### config.mk
export PLATFORM = sky130hd
export DESIGN_NAME = bilh_count_flat
export DESIGN_NICKNAME = d
export VERILOG_FILES = /design/src/rtl/core/bilh_pkg.sv /design/src/rtl/core/bilh_rsp_if.sv /design/src/rtl/core/bilh_count.sv /design/src/flat_wrapper.sv
export SDC_FILE = /design/constraint.sdc
export NUM_CORES = 2
export LEC_CHECK = 0
export BUFFER_PORTS_ARGS = -buffer_cell sky130_fd_sc_hd__buf_2
export CAP_MARGIN = 0
export CORE_MARGIN = 5
export CORE_UTILIZATION = 60
export DETAILED_ROUTE_END_ITERATION = 12
export PLACE_DENSITY_LB_ADDON = 0.1
export SLEW_MARGIN = 40
export SYNTH_ARGS = -nofsm -noshare
export SYNTH_HDL_FRONTEND = slang
export SYNTH_SLANG_ARGS = --single-unit
### constraint.sdc
create_clock -name clock -period 32.5 [get_ports clock]
set_input_delay 4.875 -clock clock [delete_from_list [all_inputs] [get_ports clock]]
set_output_delay 4.875 -clock clock [all_outputs]
set_load 0.03 [all_outputs]
### src/rtl/core/bilh_pkg.sv
package bilh_pkg;

   // Field widths of the channels and the configuration port.
   localparam int unsigned LUMA_W     = 8;
   localparam int unsigned INDEX_W    = 6;
   localparam int unsigned COUNT_W    = 18;
   localparam int unsigned DIM_W      = 14;
   localparam int unsigned POS_W      = 13;
   localparam int unsigned CSR_DATA_W = 32;
   localparam int unsigned CSR_ADDR_W = 3;

   // Frame size limits and register reset values.
   localparam int unsigned DIM_MIN      = 3;
   localparam int unsigned DIM_MAX      = 8192;
   localparam int unsigned WIDTH_RESET  = 640;
   localparam int unsigned HEIGHT_RESET = 480;

   localparam logic [COUNT_W-1:0] COUNT_MAX = {COUNT_W{1'b1}};

   typedef enum logic [0:0] {
      REG_IMAGE_WIDTH  = 1'b0,
      REG_IMAGE_HEIGHT = 1'b1
   } reg_index_type;

   // Frame and crop geometry as held by the register block.
   typedef struct packed {
      logic [DIM_W-1:0]   image_width;
      logic [DIM_W-1:0]   image_height;
      logic [DIM_W-1:0]   crop_width;
      logic [DIM_W-1:0]   crop_height;
      logic [DIM_W-1:0]   crop_left;
      logic [DIM_W-1:0]   crop_top;
      logic [COUNT_W-1:0] total_pixels;
   } geometry_type;

   // Control that travels with one pixel into the counting stage.
   typedef struct packed {
      logic valid;
      logic first;
      logic last;
      logic hit;
   } event_ctl_type;

   function automatic logic [DIM_W-1:0] clamp_dim(input logic [CSR_DATA_W-1:0] value);
      logic [DIM_W-1:0] result;
      if (value < CSR_DATA_W'(DIM_MIN)) begin
         result = DIM_W'(DIM_MIN);
      end else if (value > CSR_DATA_W'(DIM_MAX)) begin
         result = DIM_W'(DIM_MAX);
      end else begin
         result = value[DIM_W-1:0];
      end
      return result;
   endfunction

   function automatic logic [DIM_W-1:0] min_dim(input logic [DIM_W-1:0] a,
                                                input logic [DIM_W-1:0] b);
      return (a < b) ? a : b;
   endfunction

endpackage

### src/rtl/core/bilh_rsp_if.sv
interface bilh_rsp_if;
   import bilh_pkg::*;

   logic               valid;
   logic               ready;
   logic [INDEX_W-1:0] bin_index;
   logic [COUNT_W-1:0] bin_count;
   logic               last;

   modport source (output valid, output bin_index, output bin_count, output last,
                   input ready);
   modport sink   (input valid, input bin_index, input bin_count, input last,
                   output ready);
endinterface

### src/rtl/core/bilh_count.sv
module bilh_count #(
   parameter int unsigned COLOUR_BITS = 4
) (
   input  logic                           clock,
   input  logic                           reset,
   input  bilh_pkg::event_ctl_type        ev_ctl,
   input  logic [COLOUR_BITS:0]           ev_bin,
   input  logic [bilh_pkg::COUNT_W-1:0]   total_pixels,
   output logic                           dump_busy,
   bilh_rsp_if.source                     rsp_ch
);
   import bilh_pkg::*;

   localparam int unsigned NUM_COLOURS = 1 << COLOUR_BITS;
   localparam int unsigned NUM_BINS    = 2 * NUM_COLOURS;
   localparam int unsigned NUM_WORDS   = NUM_BINS + 1;
   localparam int unsigned IDX_W       = $clog2(NUM_WORDS);
   localparam int unsigned BIN_W       = COLOUR_BITS + 1;

   logic [COUNT_W-1:0] count_ff [NUM_BINS];
   logic [COUNT_W-1:0] count_in [NUM_BINS];
   logic [COUNT_W-1:0] dump_ff  [NUM_WORDS];
   logic [IDX_W-1:0]   idx_ff;
   logic               busy_ff;
   logic               load, transfer, last_word;

   always_comb begin
      for (int k = 0; k < NUM_BINS; k++) begin
         count_in[k] = count_ff[k];
         if (ev_ctl.valid && ev_ctl.first) begin
            count_in[k] = '0;
         end else if (ev_ctl.hit && (ev_bin == BIN_W'(k)) && (count_ff[k] != COUNT_MAX)) begin
            count_in[k] = count_ff[k] + COUNT_W'(1);
         end
      end
   end

   // The summary is captured from the counts including the closing pixel's own event.
   assign load      = ev_ctl.valid && ev_ctl.last;
   assign last_word = (idx_ff == IDX_W'(NUM_BINS));
   assign transfer  = busy_ff && rsp_ch.ready;

   always_ff @(posedge clock) begin
      if (reset) begin
         busy_ff <= 1'b0;
         idx_ff  <= '0;
         for (int k = 0; k < NUM_BINS; k++) begin
            count_ff[k] <= '0;
         end
      end else begin
         for (int k = 0; k < NUM_BINS; k++) begin
            count_ff[k] <= count_in[k];
         end
         if (load) begin
            busy_ff <= 1'b1;
            idx_ff  <= '0;
         end else if (transfer) begin
            if (last_word) begin
               busy_ff <= 1'b0;
            end
            idx_ff <= idx_ff + IDX_W'(1);
         end
      end
   end

   always_ff @(posedge clock) begin
      if (load) begin
         for (int k = 0; k < NUM_BINS; k++) begin
            dump_ff[k] <= count_in[k];
         end
         dump_ff[NUM_BINS] <= total_pixels;
      end else if (transfer) begin
         for (int k = 0; k < NUM_WORDS - 1; k++) begin
            dump_ff[k] <= dump_ff[k+1];
         end
      end
   end

   assign dump_busy        = busy_ff;
   assign rsp_ch.valid     = busy_ff;
   assign rsp_ch.bin_index = INDEX_W'(idx_ff);
   assign rsp_ch.bin_count = dump_ff[0];
   assign rsp_ch.last      = last_word;

   a_no_load_while_busy: assert property (@(posedge clock) disable iff (reset)
      load |-> !busy_ff)
      else $error("summary captured while the previous one is still draining");

   a_index_in_range: assert property (@(posedge clock) disable iff (reset)
      busy_ff |-> (idx_ff <= IDX_W'(NUM_BINS)))
      else $error("summary word index out of range");

   a_idle_after_last: assert property (@(posedge clock) disable iff (reset)
      (transfer && last_word) |=> !busy_ff)
      else $error("summary still busy after its final word");

   a_frame_clear: assert property (@(posedge clock) disable iff (reset)
      (ev_ctl.valid && ev_ctl.first) |=> (count_ff[0] == '0))
      else $error("histogram not cleared at frame start");

endmodule

### src/flat_wrapper.sv
// flat-port wrapper written by rule: the top's interface ports become plain ports
module bilh_count_flat import bilh_pkg::*;
#(
   parameter int unsigned COLOUR_BITS = 4
)
  (clock, reset, ev_ctl, ev_bin, total_pixels, dump_busy, rsp_ch_valid, rsp_ch_bin_index, rsp_ch_bin_count, rsp_ch_last, rsp_ch_ready);
  bilh_rsp_if rsp_ch_i ();
  input  logic clock;
  input  logic reset;
  input  bilh_pkg::event_ctl_type ev_ctl;
  input  logic [COLOUR_BITS:0] ev_bin;
  input  logic [bilh_pkg::COUNT_W-1:0] total_pixels;
  output logic dump_busy;
  output wire logic [$bits(rsp_ch_i.valid)-1:0] rsp_ch_valid;
  output wire logic [$bits(rsp_ch_i.bin_index)-1:0] rsp_ch_bin_index;
  output wire logic [$bits(rsp_ch_i.bin_count)-1:0] rsp_ch_bin_count;
  output wire logic [$bits(rsp_ch_i.last)-1:0] rsp_ch_last;
  input wire logic [$bits(rsp_ch_i.ready)-1:0] rsp_ch_ready;
  assign rsp_ch_valid = rsp_ch_i.valid;
  assign rsp_ch_bin_index = rsp_ch_i.bin_index;
  assign rsp_ch_bin_count = rsp_ch_i.bin_count;
  assign rsp_ch_last = rsp_ch_i.last;
  assign rsp_ch_i.ready = rsp_ch_ready;
  bilh_count #(.COLOUR_BITS(COLOUR_BITS)) u_core (.clock(clock), .reset(reset), .ev_ctl(ev_ctl), .ev_bin(ev_bin), .total_pixels(total_pixels), .dump_busy(dump_busy), .rsp_ch(rsp_ch_i));
endmodule
Word level (Yosys, flattened, before mapping). Memories as Yosys holds them, arrays and structs flattened. Index checks and enable logic that the tools add are counted. W data, S select, Z words.

Input bits: 30. Output and inout port bits: 27. Logic and storage cells: 376. Memories kept: 2. Bits in writable memories: 1170. Register bits after elaboration: 7.

Equal/unequal tests: 64. Muxes and demuxes: 139. Bitwise gates (word level): 64. Reductions and logical operators: 72. Add/sub/neg operators: 33.

Memories: u_core.dump_ff (words 33, bits a word 18, read ports 33, clocked after memory_dff 0, wr ports 33, line bilh_count.sv:22) `logic [COUNT_W-1:0] dump_ff [NUM_WORDS];`; u_core.count_ff (words 32, bits a word 18, read ports 32, clocked after memory_dff 0, wr ports 32, line bilh_count.sv:20) `logic [COUNT_W-1:0] count_ff [NUM_BINS];`.

Operators by type and width (number): $mux W18 (128); $add A18 B1 Y18 const B (32); $ne A18 B18 Y1 const B (32); $eq A5 B5 Y1 const B (16); $logic_and A1 B1 Y1 (67); $or A1 B1 Y1 (64); $eq A5 B4 Y1 const B (8); $eq A5 B3 Y1 const B (4); $mux W1 (11); $eq A5 B2 Y1 const B (2); $add A6 B1 Y6 const B (1); $eq A6 B6 Y1 const B (1); $eq A5 B1 Y1 const B (1); $logic_not A5 Y1 (1); $reduce_bool A2 Y1 (2); $reduce_and A2 Y1 (1); $reduce_or A2 Y1 (1).

Logic depth before layout (Yosys ltp).
Word-level depth: 6. Gate-level depth with buffers: 9. Mapped depth without buffers: 6.

Worst setup path before layout. No wires, ideal clock.

Path kind: input -> register. Start point: in rsp_ch_ready. End point: mem u_core.dump_ff[0][0], enable pin. Buffers on the path: 0. Path slack: 14.082 ns. Data required time: 28.384 ns. Stages: 2. Data arrival time: 14.302 ns. Cell sequence: nand2_1 > nand2_1.

RTL lines: from (decl) (line flat_wrapper.sv:18) `input wire logic [$bits(rsp_ch_i.ready)-1:0] rsp_ch_ready;`; to (decl) (line bilh_count.sv:22).

==> key figures <==
Floorplanning
  – I/O pins: 57
  – Core area: 0.0882 mm^2
  – Die width: 308 um
  – Die ar.: 0.0947 mm^2
  – Die Ht: 308 um
  – Initial core utilization: 60.3%
  – Row cnt: 109

Critical path
  – Reg2reg start: u_core.dump_busy$_SDFFE_PP0P_
  – Critical Path Fanout Max: 136
  – CP endpoint: u_core.dump_ff[0][262]$_DFFE_PP_
  – WP data required: 32.88 ns
  – CP max stage cell: buf_4
  – Worst Path Arrival: 7.93 ns
  – Crit path launch: ev_ctl[3]
  – Reg2Reg Depth: 5
  – Worst-path cell chain: buf_2, nand2_1, inv_2, o21ai_4, buf_12, buf_16, buf_4, o21ai_0
  – R2R Path End: u_core.dump_ff[0][196]$_DFFE_PP_
  – Setup crit end kind: flop
  – Crit path kind: in2reg
  – Critical Path Max Stage Delay: 0.73 ns
  – Worst Setup Start Kind: input pin
  – FF-to-FF setup slack: 29.03 ns

Logic synthesis
  – Area contributors post-synth: edfxtp_1 34%, dfxtp_1 22%, xnor2_1 5.5%, nand2_1 5.3%, o21ai_0 4.8%
  – Post-synth ARST share: 0%
  – Syn nets: 5465
  – Top-count cell post-synth: nand2_1
  – Synth area leader: edfxtp_1
  – Seq cells post-synth: 1177
  – Syn Inst Count: 5401
  – Synth warn: 0
  – Primary FF master, synth: edfxtp_1
  – Distinct cells, synth: 71
  – Top cell type's share of synthesized area: 33.5%
  – Post-synth top cells: 748 x nand2_1, 642 x nor2_1, 594 x edfxtp_1
  – Mapped cell area: 0.0532 mm^2
  – Seq/Total Area, Yosys: 55.5%
  – Synthesized area per cell: 9.84 um^2
  – EDFF count, synth: 594

CTS
  – CTS H-tree lvls: 3
  – Post-cts gate resize count: 0
  – CTS tree: yes
  – Worst-path clk slew: 0.06 ns
  – Postcts setup bufs: 0
  – Inserted Clock Buffers: 119
  – Clk sinks: 1177
  – Hold-fix buffers, CTS: 0
  – Worst-Skew Late Latency: 0.70 ns
  – CTS Root Cell: clkbuf_16
  – Max clock buf depth: 3

Layout
  – Finished Layout Cells: 6595
  – Fin util: 66.6%
  – Design area: 0.0587 mm^2
  – Synth-to-layout area growth: 10.5%
  – Fill cells: 7010
  – Layout cell share with drive strength beyond 1: 6.91%
  – Nets: 5386

Global route
  – Largest net degree at the start of global routing: 198
  – Vias in the first global route: 37.9k
  – Initial antenna violation count: 7
  – GRT Util Overall: 26.8%
  – Grt total ovfl: 0
  – First-pass GRT wire length: 207000 um

STA
  – Clk_skew: 0.0200 ns
  – Slew Viols, Final: 0
  – RSZ-0062 raised after global routing: no
  – FMAX: 132 MHz
  – Slew headroom: 42.8%
  – Setup Viol. Count Final: 0
  – Worst Tran Pin Value: 0.858 ns
  – Period utilization: 23.2%
  – Fin. Hold Viols: 0
  – Hold_ws: 0.494 ns
  – Final min period: 7.55 ns
  – Final TNS setup: 0 ns

Route
  – Post-route DRC: 0
  – Via count: 40.3k
  – Vias per cell: 6.11
  – Router iterations before antenna repair: 6
  – Drt wl/cell: 19.7 um
  – Iter 0 DRT Violations: 3987
  – Routed WL: 130000 um
  – Post-route ant nets: 0

Power and ir drop
  – Cell Pwr Density: 54.9 mW/mm^2
  – VDD IR-drop max: 0.0000568 V
  – LEAKAGE: 18.2 nW

Run status
  – Status: complete, no violations

Placed design
  – Dpl cells: 6363
  – RePlAce Congestion: 0.888
  – Port-buffer cells: 56
  – Placed inst area: 0.0543 mm^2
  – DPL Wire Length: 83200 um

Hold path
  – Hold Crit Class: reg2reg
  – Hold_sp: u_core.dump_busy$_SDFFE_PP0P_

Job
  – Max Cap Viol: 0
==> stage by stage <==
step	total power [mW]	setup WS, ns
5_1_grt	3.32	24.79
2_1_floorplan	1.75	14.08
6_report	3.22	24.95
4_1_cts	3.24	25.05
3_5_place_dp	1.77	24.28
3_3_place_gp	1.77	23.44
==> report_power, final <==
group / switching (mW) / internal [mW] / total (mW)
sequential: 0.0189 / 1.61 / 1.62
clock: 0.580 / 0.902 / 1.48
combinational: 0.0952 / 0.0199 / 0.115
==> cell usage in the layout, fill, tap and decap left out, types with 30 or more instances in the layout <==
cell,count
o31ai_1,85
inv_1,43
and3_1,60
o21ai_0,510
xnor2_1,331
and2_1,30
mux2i_1,88
o2111ai_1,38
and4_1,54
xor2_1,119
a21oi_1,103
o211ai_1,41
dfxtp_1,583
nand3_1,234
a211oi_1,87
nor4_1,93
edfxtp_1,594
nand4_1,149
buf_2,56
clkbuf_16,124
nand2_1,747
nor2_1,638
ha_1,34
nor3_1,128
==> routing by layer <==
layer	up-vias	routed length (um)	share of wire [%]	global-route usage, %
li1	19400	-	-	-
met1	19300	59700	46	40.1
met2	1321	57900	44	41.0
met3	234	8510	6.5	3.97
met4	6	4020	3.1	8.12
met5	-	29	0.022	0
==> kinds of logic (layout without fill, tap and decap cells) <==
group                    Yosys count  in the layout  share of synthesized area (%)
other                              0              2                              0
multiplexers                      91             91                           1.72
buffers and inverters            347            374                           2.64
adder cells (fa/ha/maj)           34             34                          0.800
AND/OR/NAND/NOR                 2339           2339                           21.0
XOR/XNOR                         450            450                           7.41
flip-flops                      1177           1177                           55.5
AO/OA/AOI/OAI                    963            963                           11.0
==> sequential cells by signal (all words and copies together) (netlist names) <==
register and count:
u_core.dump_ff 594, u_core.count_ff 576, u_core.rsp_ch.bin_index 6, u_core.dump_busy 1
==> worst max-delay path: cells and delay by family <==
family                 cells  cell delay, ns
AO/OA/AOI/OAI              2            0.55
buffers and inverters      5            1.93
AND/OR/NAND/NOR            1            0.24
==> worst min path at each step <==
stage / endpoint / slack (ns) / cells after the start
after floorplan: u_core.count_ff[0][443]$_SDFF_PP0_ / 0.48 / 2
after global placement: u_core.dump_busy$_SDFFE_PP0P_ / 0.49 / 2
after detailed placement: u_core.dump_busy$_SDFFE_PP0P_ / 0.49 / 2
after CTS: u_core.dump_busy$_SDFFE_PP0P_ / 0.50 / 2
after global routing: u_core.dump_busy$_SDFFE_PP0P_ / 0.54 / 2
final: u_core.dump_busy$_SDFFE_PP0P_ / 0.49 / 2
==> cell type report <==
class / instances / area (um^2) / area share (%)
Clock inverter: 68 / 906 / 1.54
Timing Repair Buffer: 103 / 855 / 1.45
Inverter: 44 / 165 / 0.281
Antenna cell: 2 / 5.00 / 0.00852
Tap cell: 1165 / 1460 / 2.48
Multi-Input combinational cell: 3877 / 22400 / 38.2
Clock buffer: 159 / 3400 / 5.80
Sequential cell: 1177 / 29500 / 50.2
(Power assumes the default switching activity.)
