[src/rtl/core/bilh_pkg.sv]
package bilh_pkg;

   // Field widths of the channels and the configuration port.
   localparam int unsigned LUMA_W     = 8;
   localparam int unsigned INDEX_W    = 6;
   localparam int unsigned COUNT_W    = 18;
   localparam int unsigned DIM_W      = 14;
   localparam int unsigned POS_W      = 13;
   localparam int unsigned CSR_DATA_W = 32;
   localparam int unsigned CSR_ADDR_W = 3;

   // Frame size limits and register reset values.
   localparam int unsigned DIM_MIN      = 3;
   localparam int unsigned DIM_MAX      = 8192;
   localparam int unsigned WIDTH_RESET  = 640;
   localparam int unsigned HEIGHT_RESET = 480;

   localparam logic [COUNT_W-1:0] COUNT_MAX = {COUNT_W{1'b1}};

   typedef enum logic [0:0] {
      REG_IMAGE_WIDTH  = 1'b0,
      REG_IMAGE_HEIGHT = 1'b1
   } reg_index_type;

   // Frame and crop geometry as held by the register block.
   typedef struct packed {
      logic [DIM_W-1:0]   image_width;
      logic [DIM_W-1:0]   image_height;
      logic [DIM_W-1:0]   crop_width;
      logic [DIM_W-1:0]   crop_height;
      logic [DIM_W-1:0]   crop_left;
      logic [DIM_W-1:0]   crop_top;
      logic [COUNT_W-1:0] total_pixels;
   } geometry_type;

   // Control that travels with one pixel into the counting stage.
   typedef struct packed {
      logic valid;
      logic first;
      logic last;
      logic hit;
   } event_ctl_type;

   function automatic logic [DIM_W-1:0] clamp_dim(input logic [CSR_DATA_W-1:0] value);
      logic [DIM_W-1:0] result;
      if (value < CSR_DATA_W'(DIM_MIN)) begin
         result = DIM_W'(DIM_MIN);
      end else if (value > CSR_DATA_W'(DIM_MAX)) begin
         result = DIM_W'(DIM_MAX);
      end else begin
         result = value[DIM_W-1:0];
      end
      return result;
   endfunction

   function automatic logic [DIM_W-1:0] min_dim(input logic [DIM_W-1:0] a,
                                                input logic [DIM_W-1:0] b);
      return (a < b) ? a : b;
   endfunction

endpackage

[src/rtl/core/bilh_req_if.sv]
interface bilh_req_if;
   import bilh_pkg::*;

   logic              valid;
   logic              ready;
   logic [LUMA_W-1:0] luma;

   modport source (output valid, output luma, input ready);
   modport sink   (input valid, input luma, output ready);
endinterface

[src/rtl/core/bilh_front.sv]
module bilh_front #(
   parameter int unsigned MAX_CROP_WIDTH = 480,
   parameter int unsigned COLOUR_BITS    = 4
) (
   input  logic                    clock,
   input  logic                    reset,
   input  logic                    restart,
   input  bilh_pkg::geometry_type  geom,
   input  logic                    dump_busy,
   bilh_req_if.sink                req_ch,
   output bilh_pkg::event_ctl_type ev_ctl,
   output logic [COLOUR_BITS:0]    ev_bin
);
   import bilh_pkg::*;

   localparam int unsigned ADDR_W = (MAX_CROP_WIDTH > 1) ? $clog2(MAX_CROP_WIDTH) : 1;
   localparam int unsigned WORD_W = 2 * COLOUR_BITS;

   logic [POS_W-1:0]       col_ff, col_in, row_ff, row_in;
   logic [DIM_W-1:0]       col_ext, row_ext, col_rel, row_rel;
   logic                   col_last, row_last, frame_last, accept;
   logic                   in_window, cls_ok, first_pix;
   logic [COLOUR_BITS-1:0] colour;
   logic [ADDR_W-1:0]      rd_addr;

   // Each line word holds the colors of the two previous window rows at one column.
   logic [WORD_W-1:0]      line_mem [MAX_CROP_WIDTH];
   logic [WORD_W-1:0]      rd_word_ff;

   logic                   s1_valid_ff, s1_win_ff, s1_cls_ff, s1_first_ff, s1_last_ff;
   logic [COLOUR_BITS-1:0] s1_colour_ff;
   logic [ADDR_W-1:0]      s1_addr_ff;

   logic [COLOUR_BITS-1:0] left_ff, centre_ff, up_ff, down_ff;
   logic [COLOUR_BITS-1:0] above, above2;
   logic                   interior;

   event_ctl_type          ev_ctl_ff, ev_ctl_in;
   logic [COLOUR_BITS:0]   ev_bin_ff, ev_bin_in;

   assign colour  = req_ch.luma[LUMA_W-1 -: COLOUR_BITS];
   assign col_ext = {{(DIM_W-POS_W){1'b0}}, col_ff};
   assign row_ext = {{(DIM_W-POS_W){1'b0}}, row_ff};
   assign col_rel = col_ext - geom.crop_left;
   assign row_rel = row_ext - geom.crop_top;

   assign col_last   = (col_ext + DIM_W'(1)) >= geom.image_width;
   assign row_last   = (row_ext + DIM_W'(1)) >= geom.image_height;
   assign frame_last = col_last && row_last;
   assign first_pix  = (col_ff == '0) && (row_ff == '0);

   // The closing pixel of a frame waits while the previous summary is still going out.
   assign req_ch.ready = !(dump_busy && frame_last);
   assign accept       = req_ch.valid && req_ch.ready;

   assign in_window = (col_ext >= geom.crop_left) && (col_rel < geom.crop_width) &&
                      (row_ext >= geom.crop_top) && (row_rel < geom.crop_height);
   assign cls_ok    = in_window && (col_rel >= DIM_W'(2)) && (row_rel >= DIM_W'(2));
   assign rd_addr   = col_rel[ADDR_W-1:0];

   always_comb begin
      col_in = col_ff;
      row_in = row_ff;
      if (restart) begin
         col_in = '0;
         row_in = '0;
      end else if (accept) begin
         if (col_last) begin
            col_in = '0;
            row_in = row_last ? '0 : row_ff + POS_W'(1);
         end else begin
            col_in = col_ff + POS_W'(1);
         end
      end
   end

   // A pixel is classified one column late: the window center is the previous row's
   // pixel left of the column now being read.
   assign above    = rd_word_ff[WORD_W-1 -: COLOUR_BITS];
   assign above2   = rd_word_ff[COLOUR_BITS-1:0];
   assign interior = (left_ff == centre_ff) && (above == centre_ff) &&
                     (up_ff == centre_ff) && (down_ff == centre_ff);

   always_comb begin
      ev_ctl_in.valid = s1_valid_ff;
      ev_ctl_in.first = s1_first_ff;
      ev_ctl_in.last  = s1_last_ff;
      ev_ctl_in.hit   = s1_valid_ff && s1_cls_ff;
      ev_bin_in       = {interior, centre_ff};
   end

   always_ff @(posedge clock) begin
      if (reset) begin
         col_ff      <= '0;
         row_ff      <= '0;
         s1_valid_ff <= 1'b0;
         ev_ctl_ff   <= '0;
      end else begin
         col_ff      <= col_in;
         row_ff      <= row_in;
         s1_valid_ff <= accept;
         ev_ctl_ff   <= ev_ctl_in;
      end
   end

   always_ff @(posedge clock) begin
      if (accept) begin
         s1_win_ff    <= in_window;
         s1_cls_ff    <= cls_ok;
         s1_first_ff  <= first_pix;
         s1_last_ff   <= frame_last;
         s1_colour_ff <= colour;
         s1_addr_ff   <= rd_addr;
      end
      if (s1_valid_ff && s1_win_ff) begin
         left_ff   <= centre_ff;
         centre_ff <= above;
         up_ff     <= above2;
         down_ff   <= s1_colour_ff;
      end
      ev_bin_ff <= ev_bin_in;
   end

   always_ff @(posedge clock) begin
      if (s1_valid_ff && s1_win_ff) begin
         line_mem[s1_addr_ff] <= {s1_colour_ff, above};
      end
      if (accept && in_window) begin
         rd_word_ff <= line_mem[rd_addr];
      end
   end

   assign ev_ctl = ev_ctl_ff;
   assign ev_bin = ev_bin_ff;

   a_hit_needs_item: assert property (@(posedge clock) disable iff (reset)
      ev_ctl_ff.hit |-> ev_ctl_ff.valid)
      else $error("classification event without a pixel");

endmodule

[src/flat_wrapper.sv]
// flat-port wrapper written by rule: the top's interface ports become plain ports
module bilh_front_flat import bilh_pkg::*;
#(
   parameter int unsigned MAX_CROP_WIDTH = 480,
   parameter int unsigned COLOUR_BITS    = 4
)
  (clock, reset, restart, geom, dump_busy, ev_ctl, ev_bin, req_ch_valid, req_ch_luma, req_ch_ready);
  bilh_req_if req_ch_i ();
  input  logic clock;
  input  logic reset;
  input  logic restart;
  input  bilh_pkg::geometry_type geom;
  input  logic dump_busy;
  output bilh_pkg::event_ctl_type ev_ctl;
  output logic [COLOUR_BITS:0] ev_bin;
  input wire logic [$bits(req_ch_i.valid)-1:0] req_ch_valid;
  input wire logic [$bits(req_ch_i.luma)-1:0] req_ch_luma;
  output wire logic [$bits(req_ch_i.ready)-1:0] req_ch_ready;
  assign req_ch_i.valid = req_ch_valid;
  assign req_ch_i.luma = req_ch_luma;
  assign req_ch_ready = req_ch_i.ready;
  bilh_front #(.MAX_CROP_WIDTH(MAX_CROP_WIDTH), .COLOUR_BITS(COLOUR_BITS)) u_core (.clock(clock), .reset(reset), .restart(restart), .geom(geom), .dump_busy(dump_busy), .req_ch(req_ch_i), .ev_ctl(ev_ctl), .ev_bin(ev_bin));
endmodule
[config.mk]
export PLATFORM = sky130hd
export DESIGN_NAME = bilh_front_flat
export DESIGN_NICKNAME = d
export VERILOG_FILES = /design/src/rtl/core/bilh_pkg.sv /design/src/rtl/core/bilh_req_if.sv /design/src/rtl/core/bilh_front.sv /design/src/flat_wrapper.sv
export SDC_FILE = /design/constraint.sdc
export NUM_CORES = 2
export LEC_CHECK = 0
export ABC_AREA = 1
export BUFFER_PORTS_ARGS = -buffer_cell sky130_fd_sc_hd__buf_2
export CAP_MARGIN = 0
export CORE_MARGIN = 10
export CORE_UTILIZATION = 60
export CTS_CLUSTER_SIZE = 24
export DETAILED_ROUTE_END_ITERATION = 7
export PLACE_DENSITY = 0.76
export SLEW_MARGIN = 20
export SYNTH_ARGS = -nofsm -noshare
export SYNTH_HDL_FRONTEND = slang
export SYNTH_SLANG_ARGS = --single-unit
[constraint.sdc]
create_clock -name clock -period 21.3 [get_ports clock]
set_clock_uncertainty 0.05 [all_clocks]
set_input_delay 1.065 -clock clock [delete_from_list [all_inputs] [get_ports clock]]
set_output_delay 1.065 -clock clock [all_outputs]
set_load 0.02 [all_outputs]
Yosys cells after proc, flatten, opt, wreduce, memory -nomap -nowiden
Memory sizes are Yosys's and may differ from the RTL's. A register that Yosys moved wholly into a read port is not among the register bits.
Index checks and enable logic that the tools add are counted.
- input bits: 115
- bits in registers: 69
- memories kept: 1
- output and inout port bits: 10
- memory bits (writable): 3840
- logic and storage cells: 61
- order comparisons: 8
- $add $sub $neg: 6
- reductions and logical operators: 20
- muxes and demuxes: 4
- equal/unequal tests: 4
- memories (name ; depth ; width ; read ports ; clocked after Yosys merged registers in ; write ports ; RTL line ; text):
    u_core.line_mem ; 480 ; 8 ; 1 ; 1 ; 1 ; bilh_front.sv:27 ; logic [WORD_W-1:0] line_mem [MAX_CROP_WIDTH];
- operators by type and width (operator ; count):
    $add A13 B1 Y14 const B ; 2
    $ge A13 B14 Y1 ; 2
    $ge A14 B14 Y1 ; 2
    $ge A14 B2 Y1 const B ; 2
    $lt A14 B14 Y1 ; 2
    $sub A13 B14 Y14 ; 2
    $add A13 B1 Y13 const B ; 2
    $logic_not A13 Y1 ; 2
    $mux W13 ; 2
    $eq A4 B4 Y1 ; 4
    $logic_and A1 B1 Y1 ; 15
    $mux W1 ; 2
    $reduce_and A2 Y1 ; 1
    $reduce_or A2 Y1 ; 1
    $logic_not A1 Y1 ; 1

Logic depth before layout (Yosys ltp)
- word-level depth: 7
- mapped depth: 21
- gate-level depth less buffers: 21

Worst setup path after synthesis
Ideal clock, no wire load.
- path type: register to register
- start point: register u_core.rd_word_ff[4], read port of u_core.line_mem
- end point: register u_core.centre_ff[0], data pin
- data required time: 19.883 ns
- slack: 14.050 ns
- path buffers: 0
- stages on the path, launching flop included: 1
- period minus slack after synthesis: 7.250 ns
- data arrival time: 5.833 ns
- library setup time: 1.367 ns
- path through: edfxtp_1
- RTL lines (what ; RTL line ; text):
    start: declaration ; bilh_front.sv:28 ; logic [WORD_W-1:0] rd_word_ff;
    end signal: assignment ; bilh_front.sv:117 ; centre_ff <= above;
    end: declaration ; bilh_front.sv:34 ; logic [COLOUR_BITS-1:0] left_ff, centre_ff, up_ff, down_ff;
No word-level cell between the ends.

Worst setup path after layout
- start point: register u_core.col_ff[0]
- end point: register u_core.rd_word_ff[6], read port of u_core.line_mem, data pin
- cells in the longest elaborated chain, start to end: 7
- elaborated cells on any way between the ends: 13
- those cells by class: 2 x add/sub; 3 x order compare; 8 x reduce/logical
- RTL lines (what ; RTL line ; text):
    start: declaration ; bilh_front.sv:19 ; logic [POS_W-1:0] col_ff, col_in, row_ff, row_in;
    start signal: assignment ; bilh_front.sv:99 ; col_ff <= col_in;
    $add A13 B1 Y14 ; bilh_front.sv:47 ; assign col_last = (col_ext + DIM_W'(1)) >= geom.image_width;
    $ge A14 B14 Y1 ; bilh_front.sv:47 ;
    $logic_and A1 B1 Y1 ; bilh_front.sv:49 ; assign frame_last = col_last && row_last;
    $logic_and A1 B1 Y1 ; bilh_front.sv:53 ; assign req_ch.ready = !(dump_busy && frame_last);
    $logic_not A1 Y1 ; bilh_front.sv:53 ;
    $logic_and A1 B1 Y1 ; bilh_front.sv:54 ; assign accept = req_ch.valid && req_ch.ready;
    $logic_and A1 B1 Y1 ; bilh_front.sv:128 ; if (accept && in_window) begin
Several ways; a longest one is shown, not always the timed one.
A chain may end at the register's enable or synchronous reset.

==> results by group <==
Run status
  – Status: complete, no violations

STA
  – Rel. slew slack: 16.0%
  – Setup-failing EPs final: 0
  – Final Max Slew Viols: 0
  – Fin. Hold Viols: 0
  – Min Tclk post-route: 7700 ps
  – RSZ-0062 raised after global routing: no
  – Final hold slack: 232 ps
  – Post-route setup slack: 13600 ps
  – Setup TNS: 0 ps
  – Worst Tran Pin Value: 1260 ps
  – Final period util: 36.2%
  – Fmax achieved: 130 MHz

Clock tree
  – # hold bufs at CTS: 0
  – CTS tree: yes
  – Post_cts resized: 0
  – CTS root buf: clkbuf_16
  – Setup Buffers After CTS: 0
  – Clk buf depth: 4
  – Total CTS buffers: 387
  – Clock sink count: 3917
  – H-tree level count: 5
  – Clk_lat worst skew: 990 ps
  – Clock slew at reported path FFs: 60 ps

Worst setup path
  – Startpoint types: flip-flop
  – Crit-path most repeated cell: nand3_1
  – R2R depth: 18
  – Crit-path max FO: 146
  – Capture point of the worst path: u_core.rd_word_ff[6]
  – Worst r2r src: u_core.col_ff[0]
  – CP startpoint: u_core.col_ff[0]
  – Slowest stage delay, CP: 910 ps
  – Worst Path Arrival: 8500 ps
  – CP max stage cell: buf_4
  – Critical path class: flip-flop to flip-flop
  – Endpoint class of the critical path: flip-flop
  – Critical path required time: 22100 ps
  – Worst path cell trace: inv_1, ha_4, inv_16, buf_4, buf_4, buf_4, buf_4, buf_4, nand2_1, nand3_1, nand3_1, nand3_1, nand3_1, nand3_1, nand3_1, nand3_1, nand3_1, nand2_1
  – Flop2flop setup slack: 13600 ps
  – Worst flop-to-flop path endpoint: u_core.rd_word_ff[6]

Yosys
  – Post-Syn Area: 0.162 mm^2
  – Distinct cells, synth: 41
  – Synthesis warning total: 0
  – Mapped Nets: 14.2k
  – Post-Synthesis Cells: 14.0k
  – EDFF count, synth: 3881
  – Synth async-reset ratio: 0%
  – Seq/Total Area, Yosys: 72.4%
  – Yosys reg bits: 3917
  – Syn_area_per_cell: 11.6 um^2
  – Top FF cell, synth: edfxtp_1

Place
  – IO buf count: 102
  – Pre-CTS WS: 13080 ps
  – Placed cell area: 0.164 mm^2
  – Post-DP HPWL: 228000 um
  – Final GP Congestion: 0.850

Pwr
  – Tot Pwr: 16.8 mW
  – Maximum VDD drop: 0.0000757 V
  – LEAKAGE: 62.3 nW
  – Power density cells: 95.6 mW/mm^2

Floorplanning
  – Die H: 540 um
  – Row cnt: 190
  – Initial core utilization: 60.4%
  – Core box area: 0.268 mm^2
  – Die width: 540 um
  – I/O pins: 125
  – Die area: 0.291 mm^2

Layout
  – Design area: 0.176 mm^2
  – Share of cells above drive strength 1: 5.85%
  – Most common cell after layout, fill and taps aside: nand2_1
  – Commonest cells after routing, fill and taps aside: nand2_1, edfxtp_1, nand3_1
  – FILL cells: 18.7k
  – Area of the multi-input gates: 0.0397 mm^2
  – Area grow syn2layout: 8.69%
  – Final Net Count: 13.9k
  – FF/Latch Area: 0.117 mm^2

GRT
  – GRT Total Usage: 27.6%
  – Gr ovfl total: 0
  – Initial antenna violation count: 19
  – Vias in the first global route: 103k
  – Largest net degree at the start of global routing: 206
  – First-pass GRT wire length: 620000 um

Routing
  – Vias/cell: 6.15
  – WL/cell: 23.8 um
  – Routed wire length: 418000 um
  – Via count: 108k
  – Antenna-violating nets left: 0
  – Drt drc: 0
  – Iter 0 DRT Violations: 15.6k
  – Drt pass-1 iters: 6

Worst hold path
  – HP Class: input pin to flip-flop

Job
  – Maxcap violations: 0
-- report_power, final --
part | switching [mW] | internal, mW | total (mW)
registers | 0.00484 | 8.41 | 8.42
logic | 1.45 | 0.484 | 1.94
clock network | 2.79 | 3.68 | 6.48
-- routing by layer --
metal	track usage, %	up-vias	part of all wire, %
met4	12.1	16	4.8
met3	6.25	1141	12
li1	-	48800	-
met5	0	-	0.025
met2	44.0	6790	47
met1	36.7	51300	36
-- critical path, delay by kind of cell, from the launching register on --
kind                     cells  cell delay, ps
flip-flops                   1             400
AND/OR/NAND/NOR             10            1640
buffers and inverters        7            4760
adder cells (fa/ha/maj)      1             420
-- cells in the mapped netlist (all sizes together) (30+ instances only) --
cell type | instances | area (um^2)
o21ai | 80 | 400
nor3 | 30 | 150
nor2 | 614 | 2300
ha | 82 | 1030
buf | 694 | 3590
nand3 | 3661 | 18300
a21oi | 75 | 375
inv | 209 | 787
clkbuf | 232 | 871
nand2 | 4287 | 16100
dfxtp | 36 | 721
edfxtp | 3881 | 117000
-- state kept, by name (all words and copies together), names as in the netlist, 5 cells and up --
name and cells:
u_core.line_mem 3840, u_core.col_ff 13, u_core.row_ff 13, u_core.s1_addr_ff 9, u_core.rd_word_ff 8, u_core.ev_bin 5
-- cells by family after synthesis --
| kind of cell | share of synthesized area [%] |
|---|---|
| AOI/OAI and AO/OA | 0.654 |
| xor gates and xnor gates | 0.151 |
| adders and majority gates | 0.658 |
| buffers and inverters | 3.24 |
| DFF | 72.4 |
| and+or+nand+nor | 22.9 |
-- worst min-delay path by stage --
stage / to / slack [ps] / start / cells after the start
final: u_core.s1_colour_ff[2] / 230 / req_ch_luma[6] / 1
after floorplan: u_core.ev_bin[0] / 340 / u_core.centre_ff[0] / 0
after global routing: u_core.s1_colour_ff[2] / 210 / req_ch_luma[6] / 1
after global placement: u_core.ev_bin[0] / 350 / u_core.centre_ff[0] / 0
after CTS: u_core.s1_colour_ff[2] / 170 / req_ch_luma[6] / 1
after detailed placement: u_core.ev_bin[1] / 370 / u_core.centre_ff[1] / 0
-- per-stage QoR --
step / util, % / cells
6_report: 65.6 / 17600
5_1_grt: 65.6 / 17600
4_1_cts: 65.6 / 17600
3_5_place_dp: 61.2 / 16900
3_3_place_gp: 61.2 / 16900
2_1_floorplan: - / 14000
-- final cells by class --
cell class                      count  share of cell area, %
Sequential cell                  3917                   66.6
Multi-Input combinational cell   8931                   22.6
Clock buffer                      476                   5.77
Tap cell                         3552                   2.52
Timing Repair Buffer              267                   1.13
Clock inverter                    206                  0.937
Inverter                          210                  0.467
Antenna cell                        5                0.00711
Power figures use the tool's default switching activity.
