## src/rtl/core/bilh_pkg.sv

```systemverilog
package bilh_pkg;

   // Field widths of the channels and the configuration port.
   localparam int unsigned LUMA_W     = 8;
   localparam int unsigned INDEX_W    = 6;
   localparam int unsigned COUNT_W    = 18;
   localparam int unsigned DIM_W      = 14;
   localparam int unsigned POS_W      = 13;
   localparam int unsigned CSR_DATA_W = 32;
   localparam int unsigned CSR_ADDR_W = 3;

   // Frame size limits and register reset values.
   localparam int unsigned DIM_MIN      = 3;
   localparam int unsigned DIM_MAX      = 8192;
   localparam int unsigned WIDTH_RESET  = 640;
   localparam int unsigned HEIGHT_RESET = 480;

   localparam logic [COUNT_W-1:0] COUNT_MAX = {COUNT_W{1'b1}};

   typedef enum logic [0:0] {
      REG_IMAGE_WIDTH  = 1'b0,
      REG_IMAGE_HEIGHT = 1'b1
   } reg_index_type;

   // Frame and crop geometry as held by the register block.
   typedef struct packed {
      logic [DIM_W-1:0]   image_width;
      logic [DIM_W-1:0]   image_height;
      logic [DIM_W-1:0]   crop_width;
      logic [DIM_W-1:0]   crop_height;
      logic [DIM_W-1:0]   crop_left;
      logic [DIM_W-1:0]   crop_top;
      logic [COUNT_W-1:0] total_pixels;
   } geometry_type;

   // Control that travels with one pixel into the counting stage.
   typedef struct packed {
      logic valid;
      logic first;
      logic last;
      logic hit;
   } event_ctl_type;

   function automatic logic [DIM_W-1:0] clamp_dim(input logic [CSR_DATA_W-1:0] value);
      logic [DIM_W-1:0] result;
      if (value < CSR_DATA_W'(DIM_MIN)) begin
         result = DIM_W'(DIM_MIN);
      end else if (value > CSR_DATA_W'(DIM_MAX)) begin
         result = DIM_W'(DIM_MAX);
      end else begin
         result = value[DIM_W-1:0];
      end
      return result;
   endfunction

   function automatic logic [DIM_W-1:0] min_dim(input logic [DIM_W-1:0] a,
                                                input logic [DIM_W-1:0] b);
      return (a < b) ? a : b;
   endfunction

endpackage

```

## src/rtl/core/bilh_csr.sv

```systemverilog
module bilh_csr #(
   parameter int unsigned MAX_CROP_WIDTH  = 480,
   parameter int unsigned MAX_CROP_HEIGHT = 480
) (
   input  logic                                 clock,
   input  logic                                 reset,
   input  logic                                 csr_psel,
   input  logic                                 csr_penable,
   input  logic                                 csr_pwrite,
   input  logic [bilh_pkg::CSR_ADDR_W-1:0]      csr_paddr,
   input  logic [bilh_pkg::CSR_DATA_W-1:0]      csr_pwdata,
   output logic [bilh_pkg::CSR_DATA_W-1:0]      csr_prdata,
   output logic                                 csr_pready,
   output bilh_pkg::geometry_type               geom,
   output logic                                 restart
);
   import bilh_pkg::*;

   localparam int unsigned CROP_W_RST =
      (MAX_CROP_WIDTH < WIDTH_RESET) ? MAX_CROP_WIDTH : WIDTH_RESET;
   localparam int unsigned CROP_H_RST =
      (MAX_CROP_HEIGHT < HEIGHT_RESET) ? MAX_CROP_HEIGHT : HEIGHT_RESET;
   localparam int unsigned LEFT_RST = (WIDTH_RESET - CROP_W_RST) / 2;
   localparam int unsigned TOP_RST  = (HEIGHT_RESET - CROP_H_RST) / 2;

   localparam logic [DIM_W-1:0] MAX_W_DIM = DIM_W'(MAX_CROP_WIDTH);
   localparam logic [DIM_W-1:0] MAX_H_DIM = DIM_W'(MAX_CROP_HEIGHT);

   logic [DIM_W-1:0]     width_ff, height_ff;
   logic [DIM_W-1:0]     crop_w_ff, crop_h_ff, left_ff, top_ff;
   logic [COUNT_W-1:0]   total_ff, total_in;
   logic [DIM_W-1:0]     wr_value, wr_crop_w, wr_crop_h, wr_left, wr_top;
   logic [2*DIM_W-1:0]   area;
   logic                 write_en;
   reg_index_type        reg_index;

   assign csr_pready = 1'b1;
   assign write_en   = csr_psel && csr_penable && csr_pwrite;
   assign reg_index  = reg_index_type'(csr_paddr[2]);
   assign restart    = write_en;

   // Out-of-range sizes are pinned to the supported range before the crop is derived.
   assign wr_value  = clamp_dim(csr_pwdata);
   assign wr_crop_w = min_dim(wr_value, MAX_W_DIM);
   assign wr_crop_h = min_dim(wr_value, MAX_H_DIM);
   assign wr_left   = DIM_W'((wr_value - wr_crop_w) >> 1);
   assign wr_top    = DIM_W'((wr_value - wr_crop_h) >> 1);

   assign area     = {{DIM_W{1'b0}}, crop_w_ff - DIM_W'(2)} *
                     {{DIM_W{1'b0}}, crop_h_ff - DIM_W'(2)};
   assign total_in = area[COUNT_W-1:0];

   always_ff @(posedge clock) begin
      if (reset) begin
         width_ff  <= DIM_W'(WIDTH_RESET);
         height_ff <= DIM_W'(HEIGHT_RESET);
         crop_w_ff <= DIM_W'(CROP_W_RST);
         crop_h_ff <= DIM_W'(CROP_H_RST);
         left_ff   <= DIM_W'(LEFT_RST);
         top_ff    <= DIM_W'(TOP_RST);
      end else if (write_en) begin
         case (reg_index)
            REG_IMAGE_WIDTH: begin
               width_ff  <= wr_value;
               crop_w_ff <= wr_crop_w;
               left_ff   <= wr_left;
            end
            REG_IMAGE_HEIGHT: begin
               height_ff <= wr_value;
               crop_h_ff <= wr_crop_h;
               top_ff    <= wr_top;
            end
            default: begin
            end
         endcase
      end
   end

   always_ff @(posedge clock) begin
      total_ff <= total_in;
   end

   always_comb begin
      case (reg_index)
         REG_IMAGE_WIDTH:  csr_prdata = {{(CSR_DATA_W-DIM_W){1'b0}}, width_ff};
         REG_IMAGE_HEIGHT: csr_prdata = {{(CSR_DATA_W-DIM_W){1'b0}}, height_ff};
         default:          csr_prdata = '0;
      endcase
   end

   always_comb begin
      geom.image_width  = width_ff;
      geom.image_height = height_ff;
      geom.crop_width   = crop_w_ff;
      geom.crop_height  = crop_h_ff;
      geom.crop_left    = left_ff;
      geom.crop_top     = top_ff;
      geom.total_pixels = total_ff;
   end

   a_crop_inside_width: assert property (@(posedge clock) disable iff (reset)
      ({1'b0, left_ff} + {1'b0, crop_w_ff}) <= {1'b0, width_ff})
      else $error("crop window exceeds the frame width");

endmodule

```

## config.mk

```make
export PLATFORM = sky130hd
export DESIGN_NAME = bilh_csr
export DESIGN_NICKNAME = d
export VERILOG_FILES = /design/src/rtl/core/bilh_pkg.sv /design/src/rtl/core/bilh_csr.sv
export SDC_FILE = /design/constraint.sdc
export NUM_CORES = 1
export LEC_CHECK = 0
export ABC_AREA = 0
export BUFFER_PORTS_ARGS = -buffer_cell sky130_fd_sc_hd__buf_2
export CAP_MARGIN = 20
export CORE_UTILIZATION = 40
export DETAILED_ROUTE_END_ITERATION = 12
export SLEW_MARGIN = 20
export SYNTH_ARGS = -nofsm -noshare
export SYNTH_HDL_FRONTEND = slang
export SYNTH_SLANG_ARGS = --single-unit
```

## constraint.sdc

```tcl
create_clock -name clock -period 10.35 [get_ports clock]
set_input_delay 0 -clock clock [delete_from_list [all_inputs] [get_ports clock]]
set_output_delay 0 -clock clock [all_outputs]
set_load 0.02 [all_outputs]
```

==> Word level (Yosys, flattened, before mapping) <==
Cells that the tools add are included.
{ "classes": {"bitwise_logic": 1, "reduce_logical": 4, "n_shift": 0, "n_mul": 1, "magnitude_cmp": 3, "div": 0, "addsub": 3, "n_eq_ne": 0, "muxes": 4} }
{ "op_table": {"columns": ["cell", "n"], "rows": [
  ["$pmux 32 s2", 1],
  ["$mux 14", 3],
  ["$gt 32x14->1 const B", 1],
  ["$lt 32x2->1 const B", 1],
  ["$sub 14x2->14 const B", 2],
  ["$mul 14x14->18", 1],
  ["$lt 14x9->1 const B", 1],
  ["$sub 14x14->14", 1],
  ["$reduce_and 2->1", 2],
  ["$logic_and 1x1->1", 2],
  ["$not 1->1", 1]
]} }
{ "word_totals": {"input_bits": 40, "romBits": 0, "memories": 0, "latchBits": 0, "reg_bits": 100, "ramBits": 0} }

==> Logic depth before layout (Yosys ltp) <==
Gate-level depths: netlist (run 1).
{ "depth": {"word_depth": 6, "ltp_mapped": 25} }

==> Worst setup path after synthesis (run 1) <==
Ideal clock, no wire load.
{ "synth_timing": {"path_type": "flip-flop to flip-flop", "from": "reg crop_h_ff[1]", "to": "reg total_ff[17]", "n_path_buf": 2, "synth_period_minus_slack_ns": 6.401, "path_slack_ns": 3.949, "path_stages_with_launch": 24, "setup_time_ns": 0.121, "t_required_ns": 10.229, "arrival_time_ns": 6.280, "path_cell_list": "dfxtp_1 > clkbuf_1 > inv_2 > ha_1 > xnor2_1 > clkbuf_1 > nor2_1 > fa_1 > inv_1 > fa_1 > inv_1 > fa_1 > fa_1 > fa_1 > inv_1 > fa_1 > inv_1 > ha_1 > and2_1 > a31oi_1 > o211ai_1 > and2_1 > a211o_1 > xnor2_1"} }
{ "synth_via": {"elab_chain_cells": 2} }
{ "synth_lines": {"columns": ["item", "line", "text"], "rows": [
  ["start: declaration", "bilh_csr.sv:30", "logic [DIM_W-1:0] crop_w_ff, crop_h_ff, left_ff, top_ff;"],
  ["start signal: assignment", "bilh_csr.sv:58", "crop_h_ff <= DIM_W'(CROP_H_RST);"],
  ["start signal: assignment", "bilh_csr.sv:70", "crop_h_ff <= wr_crop_h;"],
  ["$sub 14x2->14", "bilh_csr.sv:50", "{{DIM_W{1'b0}}, crop_h_ff - DIM_W'(2)};"],
  ["$mul 14x14->18", "bilh_csr.sv:49", "assign area = {{DIM_W{1'b0}}, crop_w_ff - DIM_W'(2)} *"],
  ["named net area[17]", "bilh_csr.sv:33", "logic [2*DIM_W-1:0] area;"],
  ["end signal: assignment", "bilh_csr.sv:80", "total_ff <= total_in;"],
  ["end: declaration", "bilh_csr.sv:31", "logic [COUNT_W-1:0] total_ff, total_in;"]
]} }
The timed path passes the listed nets, and every way through them passes these cells.
A chain may end at the register's enable or synchronous reset.

==> Worst setup path in the final report (run 1) <==
{ "layout_timing": {"from": "reg crop_w_ff[1]", "to": "reg total_ff[16]"} }
{ "layout_via": {"elab_chain_cells": 2} }
{ "layout_lines": {"columns": ["item", "line", "text"], "rows": [
  ["start: declaration", "bilh_csr.sv:30", null],
  ["start signal: assignment", "bilh_csr.sv:57", "crop_w_ff <= DIM_W'(CROP_W_RST);"],
  ["start signal: assignment", "bilh_csr.sv:65", "crop_w_ff <= wr_crop_w;"],
  ["$sub 14x2->14", "bilh_csr.sv:49", null],
  ["$mul 14x14->18", "bilh_csr.sv:49", null],
  ["named net area[16]", "bilh_csr.sv:33", null]
]} }
The timed path passes the listed nets, and every way through them passes these cells.

==> results of run 1 <==
==> synthesized netlist by cell type, types with 4 or more instances <==
cell / number
sky130_fd_sc_hd__nand3_1: 21
sky130_fd_sc_hd__a31oi_1: 6
sky130_fd_sc_hd__dfxtp_1: 100
sky130_fd_sc_hd__mux2_2: 14
sky130_fd_sc_hd__xor2_1: 19
sky130_fd_sc_hd__and3_1: 8
sky130_fd_sc_hd__inv_1: 134
sky130_fd_sc_hd__and2_1: 27
sky130_fd_sc_hd__nor2b_1: 13
sky130_fd_sc_hd__a21o_1: 4
sky130_fd_sc_hd__nor2_1: 131
sky130_fd_sc_hd__nor3b_1: 4
sky130_fd_sc_hd__xnor2_1: 43
sky130_fd_sc_hd__nor4_1: 9
sky130_fd_sc_hd__or3_1: 6
sky130_fd_sc_hd__o211ai_1: 5
sky130_fd_sc_hd__a211oi_1: 12
sky130_fd_sc_hd__o21a_1: 5
sky130_fd_sc_hd__o21ai_0: 10
sky130_fd_sc_hd__ha_1: 54
sky130_fd_sc_hd__nor3_1: 21
sky130_fd_sc_hd__nand2_1: 88
sky130_fd_sc_hd__clkbuf_1: 36
sky130_fd_sc_hd__fa_1: 98
sky130_fd_sc_hd__or4_1: 4
sky130_fd_sc_hd__or2_2: 8
sky130_fd_sc_hd__nand2b_1: 12
sky130_fd_sc_hd__buf_4: 21
sky130_fd_sc_hd__a211o_1: 17
sky130_fd_sc_hd__buf_1: 5
sky130_fd_sc_hd__a21oi_1: 58
==> worst max-delay path: cells and delay by family (launching register included) <==
kind | cells | cell delay [ns]
adder cells (fa/ha/maj) | 7 | 3.37
AO/OA/AOI/OAI | 2 | 0.24
buffers and inverters | 7 | 0.49
XOR/XNOR | 1 | 0.80
AND/OR/NAND/NOR | 6 | 1.60
flip-flops | 1 | 0.31
==> path summary, 6_finish.rpt <==
kind                       from            to  slack [ns]
setup / recovery   crop_w_ff[1]  total_ff[16]        3.48
hold reg to reg     left_ff[12]   left_ff[12]        0.46
hold / removal    csr_pwdata[0]  height_ff[0]        0.01
setup reg to reg   crop_w_ff[1]  total_ff[16]        3.48
==> power breakdown <==
group / internal, mW / switching [mW] / leakage, nW / total [mW]
clock: 0.172 / 0.180 / 0.145 / 0.352
sequential: 0.423 / 0.00814 / 0.813 / 0.431
combinational: 0.341 / 0.452 / 3.93 / 0.794
==> cell families after synthesis <==
group,count (synthesis),share of synthesized area
compound gates,140,0.101
other cells,2,0.000840
mux,14,0.0176
xor+xnor,66,0.0687
flops,100,0.224
buf+inv,199,0.0933
simple gates,370,0.199
fa+ha+maj,152,0.295
==> layout make-up <==
class                           count  area, um^2
Timing Repair Buffer              169         906
Clock buffer                        9         225
Inverter                          135         507
Sequential cell                   100        2000
Multi-Input combinational cell    764        6200
Clock inverter                      7        80.1
Tap cell                          280         350
Fill cell                        2204       11600
==> metrics by stage <==
stage | setup slack (ns) | total power, mW | std cells | hold WS, ns
2_1_floorplan | 3.95 | 1.08 | 1063 | 0.148
3_3_place_gp | 3.52 | 1.23 | 1441 | 0.303
3_5_place_dp | 3.48 | 1.24 | 1441 | 0.312
4_1_cts | 3.46 | 1.60 | 1464 | 0.00471
5_1_grt | 2.90 | 1.73 | 1464 | 0.0295
6_report | 3.48 | 1.58 | 1464 | 0.0115
==> routing by layer <==
| metal | part of all wire | track usage | up-vias |
|---|---|---|---|
| li1 | - | - | 3596 |
| met1 | 0.46 | 0.284 | 3572 |
| met2 | 0.46 | 0.342 | 191 |
| met3 | 0.059 | 0.0440 | 29 |
| met4 | 0.017 | 0.0530 | 0 |
| met5 | 0 | 0 | - |
==> sequential cells by signal (all words and copies together), names as in the netlist <==
register	count
total_ff	18
crop_h_ff	14
crop_w_ff	14
height_ff	14
width_ff	14
left_ff	13
top_ff	13
==> repair_timing <==
item / 4_1_cts / 5_1_grt
hold buffers: 7 / 0
endpoints found under the hold margin: 10 / 0
setup endpoints to repair: 0 / 0
==> cells in the final DEF (no fill, tap or decap), types with 14 or more instances in the layout <==
master	count
sky130_fd_sc_hd__a211o_1	17
sky130_fd_sc_hd__a21oi_1	58
sky130_fd_sc_hd__and2_1	27
sky130_fd_sc_hd__buf_2	152
sky130_fd_sc_hd__conb_1	22
sky130_fd_sc_hd__dfxtp_1	100
sky130_fd_sc_hd__fa_1	98
sky130_fd_sc_hd__ha_1	54
sky130_fd_sc_hd__inv_1	134
sky130_fd_sc_hd__mux2_2	14
sky130_fd_sc_hd__nand2_1	88
sky130_fd_sc_hd__nand3_1	21
sky130_fd_sc_hd__nor2_1	131
sky130_fd_sc_hd__nor3_1	20
sky130_fd_sc_hd__xnor2_1	43
sky130_fd_sc_hd__xor2_1	19
==> impl_results.md, run 1 <==
- Number of global-route vias before repair: 7191
- Setup repair after global routing missed its margin: false
- Sequential fraction of the synthesis area: 0.224
- Area grow syn2layout: 14.8%
- Die extent in x: roughly 150 um
- Critical-path cell with the highest stage delay: sky130_fd_sc_hd__xor2_1
- Slew Limit Headroom: 0.290
- Sum of overflow across all layers after global routing: 0
- Setup violation total in the final timing report: 0
- Number of cells produced by synthesis: 1043
- Cells on Worst Hold Path: 3
- Clock tree from TritonCTS: done
- Max Root-Sink Buffers: 2
- Critical Path Fanout Max: 16
- Data arrival, critical path: 7.18 ns
- Pin count of the biggest net entering global routing: 73
- Fraction of layout cells with a size suffix above 1: 0.181
- Synth cell types: 64
- Average vias per placed instance: ~5.0
- Row cnt: 54
- Worst reg2reg path depth: 23
- Clock tree sinks: 100
- DR DRC count: 0
- Overall track demand over capacity in global routing: 0.211
- Leading cell types by total area after synthesis: sky130_fd_sc_hd__dfxtp_1 22%, sky130_fd_sc_hd__fa_1 22%, sky130_fd_sc_hd__ha_1 7.6%, sky130_fd_sc_hd__inv_1 5.6%, sky130_fd_sc_hd__nor2_1 5.5%
- Wire length of the first global-routing pass: 37100 um
- Number of primary I/O pins: 176
- Total detailed-routing wirelength: 23100 um
- Starting Density: 0.409
- Per-cell routed wire length: 15.8 um
- Number of iterations in the first detailed-routing pass: 5
- Result of the run: completed
- Mean Syn Cell Area: 8.58 um^2
- CP endpoint kind: flop
- Clock Root Buffer: sky130_fd_sc_hd__clkbuf_16
- Post-place instance area: 9890 um^2
- Source-to-sink clock delay at the later pin of the worst-skew pair: 0.36 ns
- ANT nets after route: 0
- Y dimension of the die: 152 um
- Async set-reset flop share out of synthesis: 0
- Post-DP HPWL: 18000 um
- Antenna violations before repair: 0
- Vias post-DR: about 7400
- Number of max-slew violations in the final report: 0
- Yosys warning total: 0
- Worst-margin pin slew: between 1 and 1.5 ns
- Final hold violations: 0
- Crit path launch type: flop
- Die ar.: 23000 um^2
- Proportion of netlist area held by the largest area contributor: 0.224
- Detailed Route Iter0 Violations: 405
- Number of clock buffers inserted by TritonCTS: 9
- Post-synthesis sequential element count: 100
- Final Instance Area: about 10000 um^2
- Clock Skews: 0.00818 ns
- CORE AREA: 21900 um^2
- CTS clock-pin slew for the worst setup and hold paths: around 0.08 ns
- Post-CTS setup repair buffer count: 0
- Library cell occupying the most area in the post-synthesis netlist: sky130_fd_sc_hd__dfxtp_1
- Deepest level of the CTS H-tree: 3
- Worst stage delay on the critical path: 0.80 ns
- Final Wtd Congestion: 0.865
- Critical path, cell by cell: buf_4, nor3_1, nor3b_1, xor2_1, nand2_1, fa_1, inv_1, fa_1, inv_1, fa_1, inv_1, fa_1, fa_1, inv_1, fa_1, inv_1, ha_1, nor2_1, inv_1, a21oi_1, a31oi_1, or4_1, nand3_1
- Number of synthesized flops with an enable pin: 0
- Leak pwr: 4.89 nW
- Final net count: 1371
- Post-synthesis cell area: a little under 9000 um^2
- Aggregate negative setup slack: 0 ns
- Worst Path Required: 10.66 ns
- Fin crit share: 0.664
- Most common flop cell mapped by yosys: sky130_fd_sc_hd__dfxtp_1
- Pwr per Cell Area: 154 nW/um^2
- Worst min-delay path category: in -> reg
- Diode count: 0
- CTS resizes: 0
- # Max-Cap Violations: 0
- Final worst path period need: 6.87 ns
- Post-route core utilization: 0.469
- Critical path type: reg -> reg
- Number of buffer cells added on primary ports: roughly 150
- Max Clk Rate: around 0.15 GHz
- IR drop worst, VDD: 123 uV
(Power assumes the default switching activity.)
==> run 2, diff against run 1 <==
- clock period: 10.35 -> 6.3 ns (I/O delays scaled with it)
==> impl_results.md, run 2 (same netlist as run 1, synthesis figures left out) <==
- Result of the run: completed (unchanged)
- # Max-Cap Violations: 0 (unchanged)
- IR drop worst, VDD: 200 uV (was 123 uV)
- Final worst path period need: 6.09 ns (was 6.87 ns)
- Critical Path Fanout Max: 5 (was 16)
- Worst min-delay path category: in -> reg (unchanged)
- Number of clock buffers inserted by TritonCTS: 9 (unchanged)
- Number of buffer cells added on primary ports: 152 (unchanged)
- Clock Skews: 0.00458 ns (was 0.00818 ns)
- Per-cell routed wire length: 16.2 um (was 15.8 um)
- Die extent in x: 152 um (unchanged)
- Crit path launch type: flop (unchanged)
- Post-route core utilization: 0.507 (was 0.469)
- Y dimension of the die: 152 um (unchanged)
- Fraction of power consumed by combinational cells: 0.563 (was 0.503)
- Post-route worst setup slack: 0.206 ns (was 3.48 ns)
- Total detailed-routing wirelength: 24800 um (was 23100 um)
- Critical path startpoint: crop_h_ff[6] (was crop_w_ff[1])
- Gr busiest metal: met2 (unchanged)
- Worst stage delay on the critical path: 0.57 ns (was 0.80 ns)
- Sum of overflow across all layers after global routing: 0 (unchanged)
- Net switching share of the total power: 0.393 (was 0.406)
- Number of iterations in the first detailed-routing pass: 5 (unchanged)
- Final instance count without filler cells: 1532 (was 1464)
- Critical register-to-register path endpoint: total_ff[16] (unchanged)
- Data arrival, critical path: 6.40 ns (was 7.18 ns)
- Clock share of power: 0.194 (was 0.223)
- Number of primary I/O pins: 176 (unchanged)
- Pin count of the biggest net entering global routing: 73 (unchanged)
- Cells on Worst Hold Path: 3 (unchanged)
- Fin crit share: 0.967 (was 0.664)
- Pwr per Cell Area: 263 nW/um^2 (was 154 nW/um^2)
- Average vias per placed instance: 4.97 (was 5.05)
- Critical path, cell by cell: or4_4, buf_6, or3_4, xnor2_2, buf_4, nand2b_1, fa_1, fa_1, fa_1, fa_1, fa_1, inv_1, fa_1, ha_4, nor3_1, a31oi_1, or4_1, nand3_1 (was buf_4, nor3_1, nor3b_1, xor2_1, nand2_1, fa_1, inv_1, fa_1, inv_1, fa_1, inv_1, fa_1, fa_1, inv_1, fa_1, inv_1, ha_1, nor2_1, inv_1, a21oi_1, a31oi_1, or4_1, nand3_1)
- CTS clock-pin slew for the worst setup and hold paths: 0.08 ns (about the same)
- Startpoint of the worst-slack reg-to-reg timing path: crop_h_ff[6] (was crop_w_ff[1])
- Max Clk Rate: 0.164 GHz (was 0.145 GHz)
- Row cnt: 54 (unchanged)
- Leak pwr: 5.30 nW (was 4.89 nW)
- Starting Density: 0.409 (unchanged)
- Slew Limit Headroom: 0.486 (was 0.290)
- Met3 track demand over resource: 0.0431 (was 0.0440)
- Worst-margin pin slew: 0.766 ns (was 1.06 ns)
- Met2 track demand over resource: 0.376 (was 0.342)
- Diode count: 0 (unchanged)
- Area grow syn2layout: 24.2% (was 14.8%)
- Post-layout total power: 2.92 mW (was 1.58 mW)
- Switching power of the nets: 1.15 mW (was 0.640 mW)
- ANT nets after route: 0 (unchanged)
- Final hold violations: 0 (unchanged)
- Power share of the sequential group: 0.242 (was 0.273)
- Placed Cells incl. Taps: 1505 (was 1441)
- Fraction of layout cells with a size suffix above 1: 0.264 (was 0.181)
- Setup violation total in the final timing report: 0 (unchanged)
- CORE AREA: 21900 um^2 (unchanged)
- Number of max-slew violations in the final report: 0 (unchanged)
- Clock Root Buffer: sky130_fd_sc_hd__clkbuf_16 (unchanged)
- Number of global-route vias before repair: 7535 (was 7191)
- Antenna violations before repair: 0 (unchanged)
- Routing usage on met1: 0.299 (was 0.284)
- Final Wtd Congestion: 0.949 (was 0.865)
- Post-place instance area: 10400 um^2 (was 9890 um^2)
- Endpoint of the worst setup timing path: total_ff[16] (unchanged)
- Register bank with the most flops: total_ff (unchanged)
- Post-DP HPWL: 19700 um (was 18000 um)
- CP endpoint kind: flop (unchanged)
- Vias post-DR: 7621 (was 7388)
- Multi-input combinational cell area: 6500 um^2 (was 6200 um^2)
- Internal power summed over all cells: 1.77 mW (was 0.936 mW)
- Final Instance Area: 11100 um^2 (was 10300 um^2)
- Deepest level of the CTS H-tree: 3 (unchanged)
- Most Frequent Cell on Critical Path: sky130_fd_sc_hd__fa_1
- Final net count: 1439 (was 1371)
- FF-to-FF setup slack: 0.21 ns (was 3.48 ns)
- Critical path type: reg -> reg (unchanged)
- Detailed Route Iter0 Violations: 376 (was 405)
- Worst Path Required: 6.61 ns (was 10.66 ns)
- Worst reg2reg path depth: 18 (was 23)
- Source-to-sink clock delay at the later pin of the worst-skew pair: 0.36 ns (about the same)
- Number of filler cells placed in the layout: 2131 (was 2204)
- DR DRC count: 0 (unchanged)
- Critical-path cell with the highest stage delay: sky130_fd_sc_hd__or4_4 (was sky130_fd_sc_hd__xor2_1)
- Clock tree sinks: 100 (unchanged)
- Most frequent cells in the layout: 152 x sky130_fd_sc_hd__buf_2, 133 x sky130_fd_sc_hd__inv_1, 124 x sky130_fd_sc_hd__nor2_1, 96 x sky130_fd_sc_hd__fa_1, 96 x sky130_fd_sc_hd__dfxtp_1 (was 152 x sky130_fd_sc_hd__buf_2, 134 x sky130_fd_sc_hd__inv_1, 131 x sky130_fd_sc_hd__nor2_1, 100 x sky130_fd_sc_hd__dfxtp_1, 98 x sky130_fd_sc_hd__fa_1)
- Post-Place Setup Slack: -0.0264 ns (was 3.48 ns)
- Max Root-Sink Buffers: 2 (unchanged)
- Number of flip-flops in the largest register: 18 (unchanged)
- Register Area: 2010 um^2 (was 2000 um^2)
- Overall track demand over capacity in global routing: 0.227 (was 0.211)
- Clock tree from TritonCTS: done (unchanged)
- Die ar.: 23000 um^2 (unchanged)
- Wire length of the first global-routing pass: 39600 um (was 37100 um)
- Most frequent standard cell in the layout excluding fill and tap cells: sky130_fd_sc_hd__buf_2 (unchanged)
-- run 2: cell count changes in the layout (fill, tap and decap cells not counted), moves of 6 or more --
cell / before / now
sky130_fd_sc_hd__buf_4: 10 / 75
sky130_fd_sc_hd__nor2_1: 131 / 124
sky130_fd_sc_hd__xnor2_1: 43 / 36
sky130_fd_sc_hd__ha_1: 54 / 48
sky130_fd_sc_hd__nor2_2: 0 / 6
sky130_fd_sc_hd__xnor2_2: 3 / 9
-- run 2: what timing repair did --
action,CTS,global route
pin swaps,0,46
buffers inserted,0,4
hold endpoints to repair,10,0
endpoints found under the setup margin,2,5
hold buffers,7,0
gates resized for setup,2,57
-- run 2: layout make-up --
| class | count | share of cell area |
|---|---|---|
| Inverter | 135 | 0.0456 |
| Tap cell | 280 | 0.0315 |
| Clock inverter | 7 | 0.00665 |
| Timing Repair Buffer | 237 | 0.129 |
| Clock buffer | 9 | 0.0203 |
| Multi-Input combinational cell | 764 | 0.586 |
| Sequential cell | 100 | 0.181 |
-- run 2: how the worst min path moves through the flow --
stage / end / slack [ns] / from
6_report: width_ff[0] / 0.02 / csr_pwdata[0]
5_1_grt: width_ff[0] / 0.05 / csr_pwdata[0]
4_1_cts: width_ff[0] / 0.01 / csr_pwdata[0]
3_5_place_dp: height_ff[12] / 0.31 / csr_pwdata[12]
3_3_place_gp: width_ff[12] / 0.30 / csr_pwdata[12]
2_1_floorplan: height_ff[10] / 0.15 / csr_pwdata[10]
-- run 2: per-layer routing --
layer | wire length (um) | part of all wire
met5 | 0 | 0
met4 | 460 | 0.019
met3 | 1220 | 0.049
met2 | 11900 | 0.48
met1 | 11200 | 0.45
-- run 2: power groups by stage --
stage	Sequential (mW)	Clock (mW)	Combinational, mW
final	0.706	0.567	1.64
after floorplan	0.782	0	0.993
after global placement	0.722	0	1.39
after global routing	0.715	0.603	1.85
after CTS	0.707	0.581	1.43
after detailed placement	0.722	0	1.41
-- run 2: critical path: cells and delay by family, from the launching register on --
family                   cells  cell delay [ns]
AND/OR/NAND/NOR              6             1.77
AO/OA/AOI/OAI                1             0.14
flip-flops                   1             0.32
buffers and inverters        3             0.37
adder cells (fa/ha/maj)      7             3.23
XOR/XNOR                     1             0.20
-- run 2: per-stage QoR --
stage,hold WS [ns],setup TNS [ns]
floorplan,0.148,0
global placement,0.304,0
detailed placement,0.312,-0.0311
CTS,0.0130,0
global route,0.0527,-0.0468
finish,0.0234,0
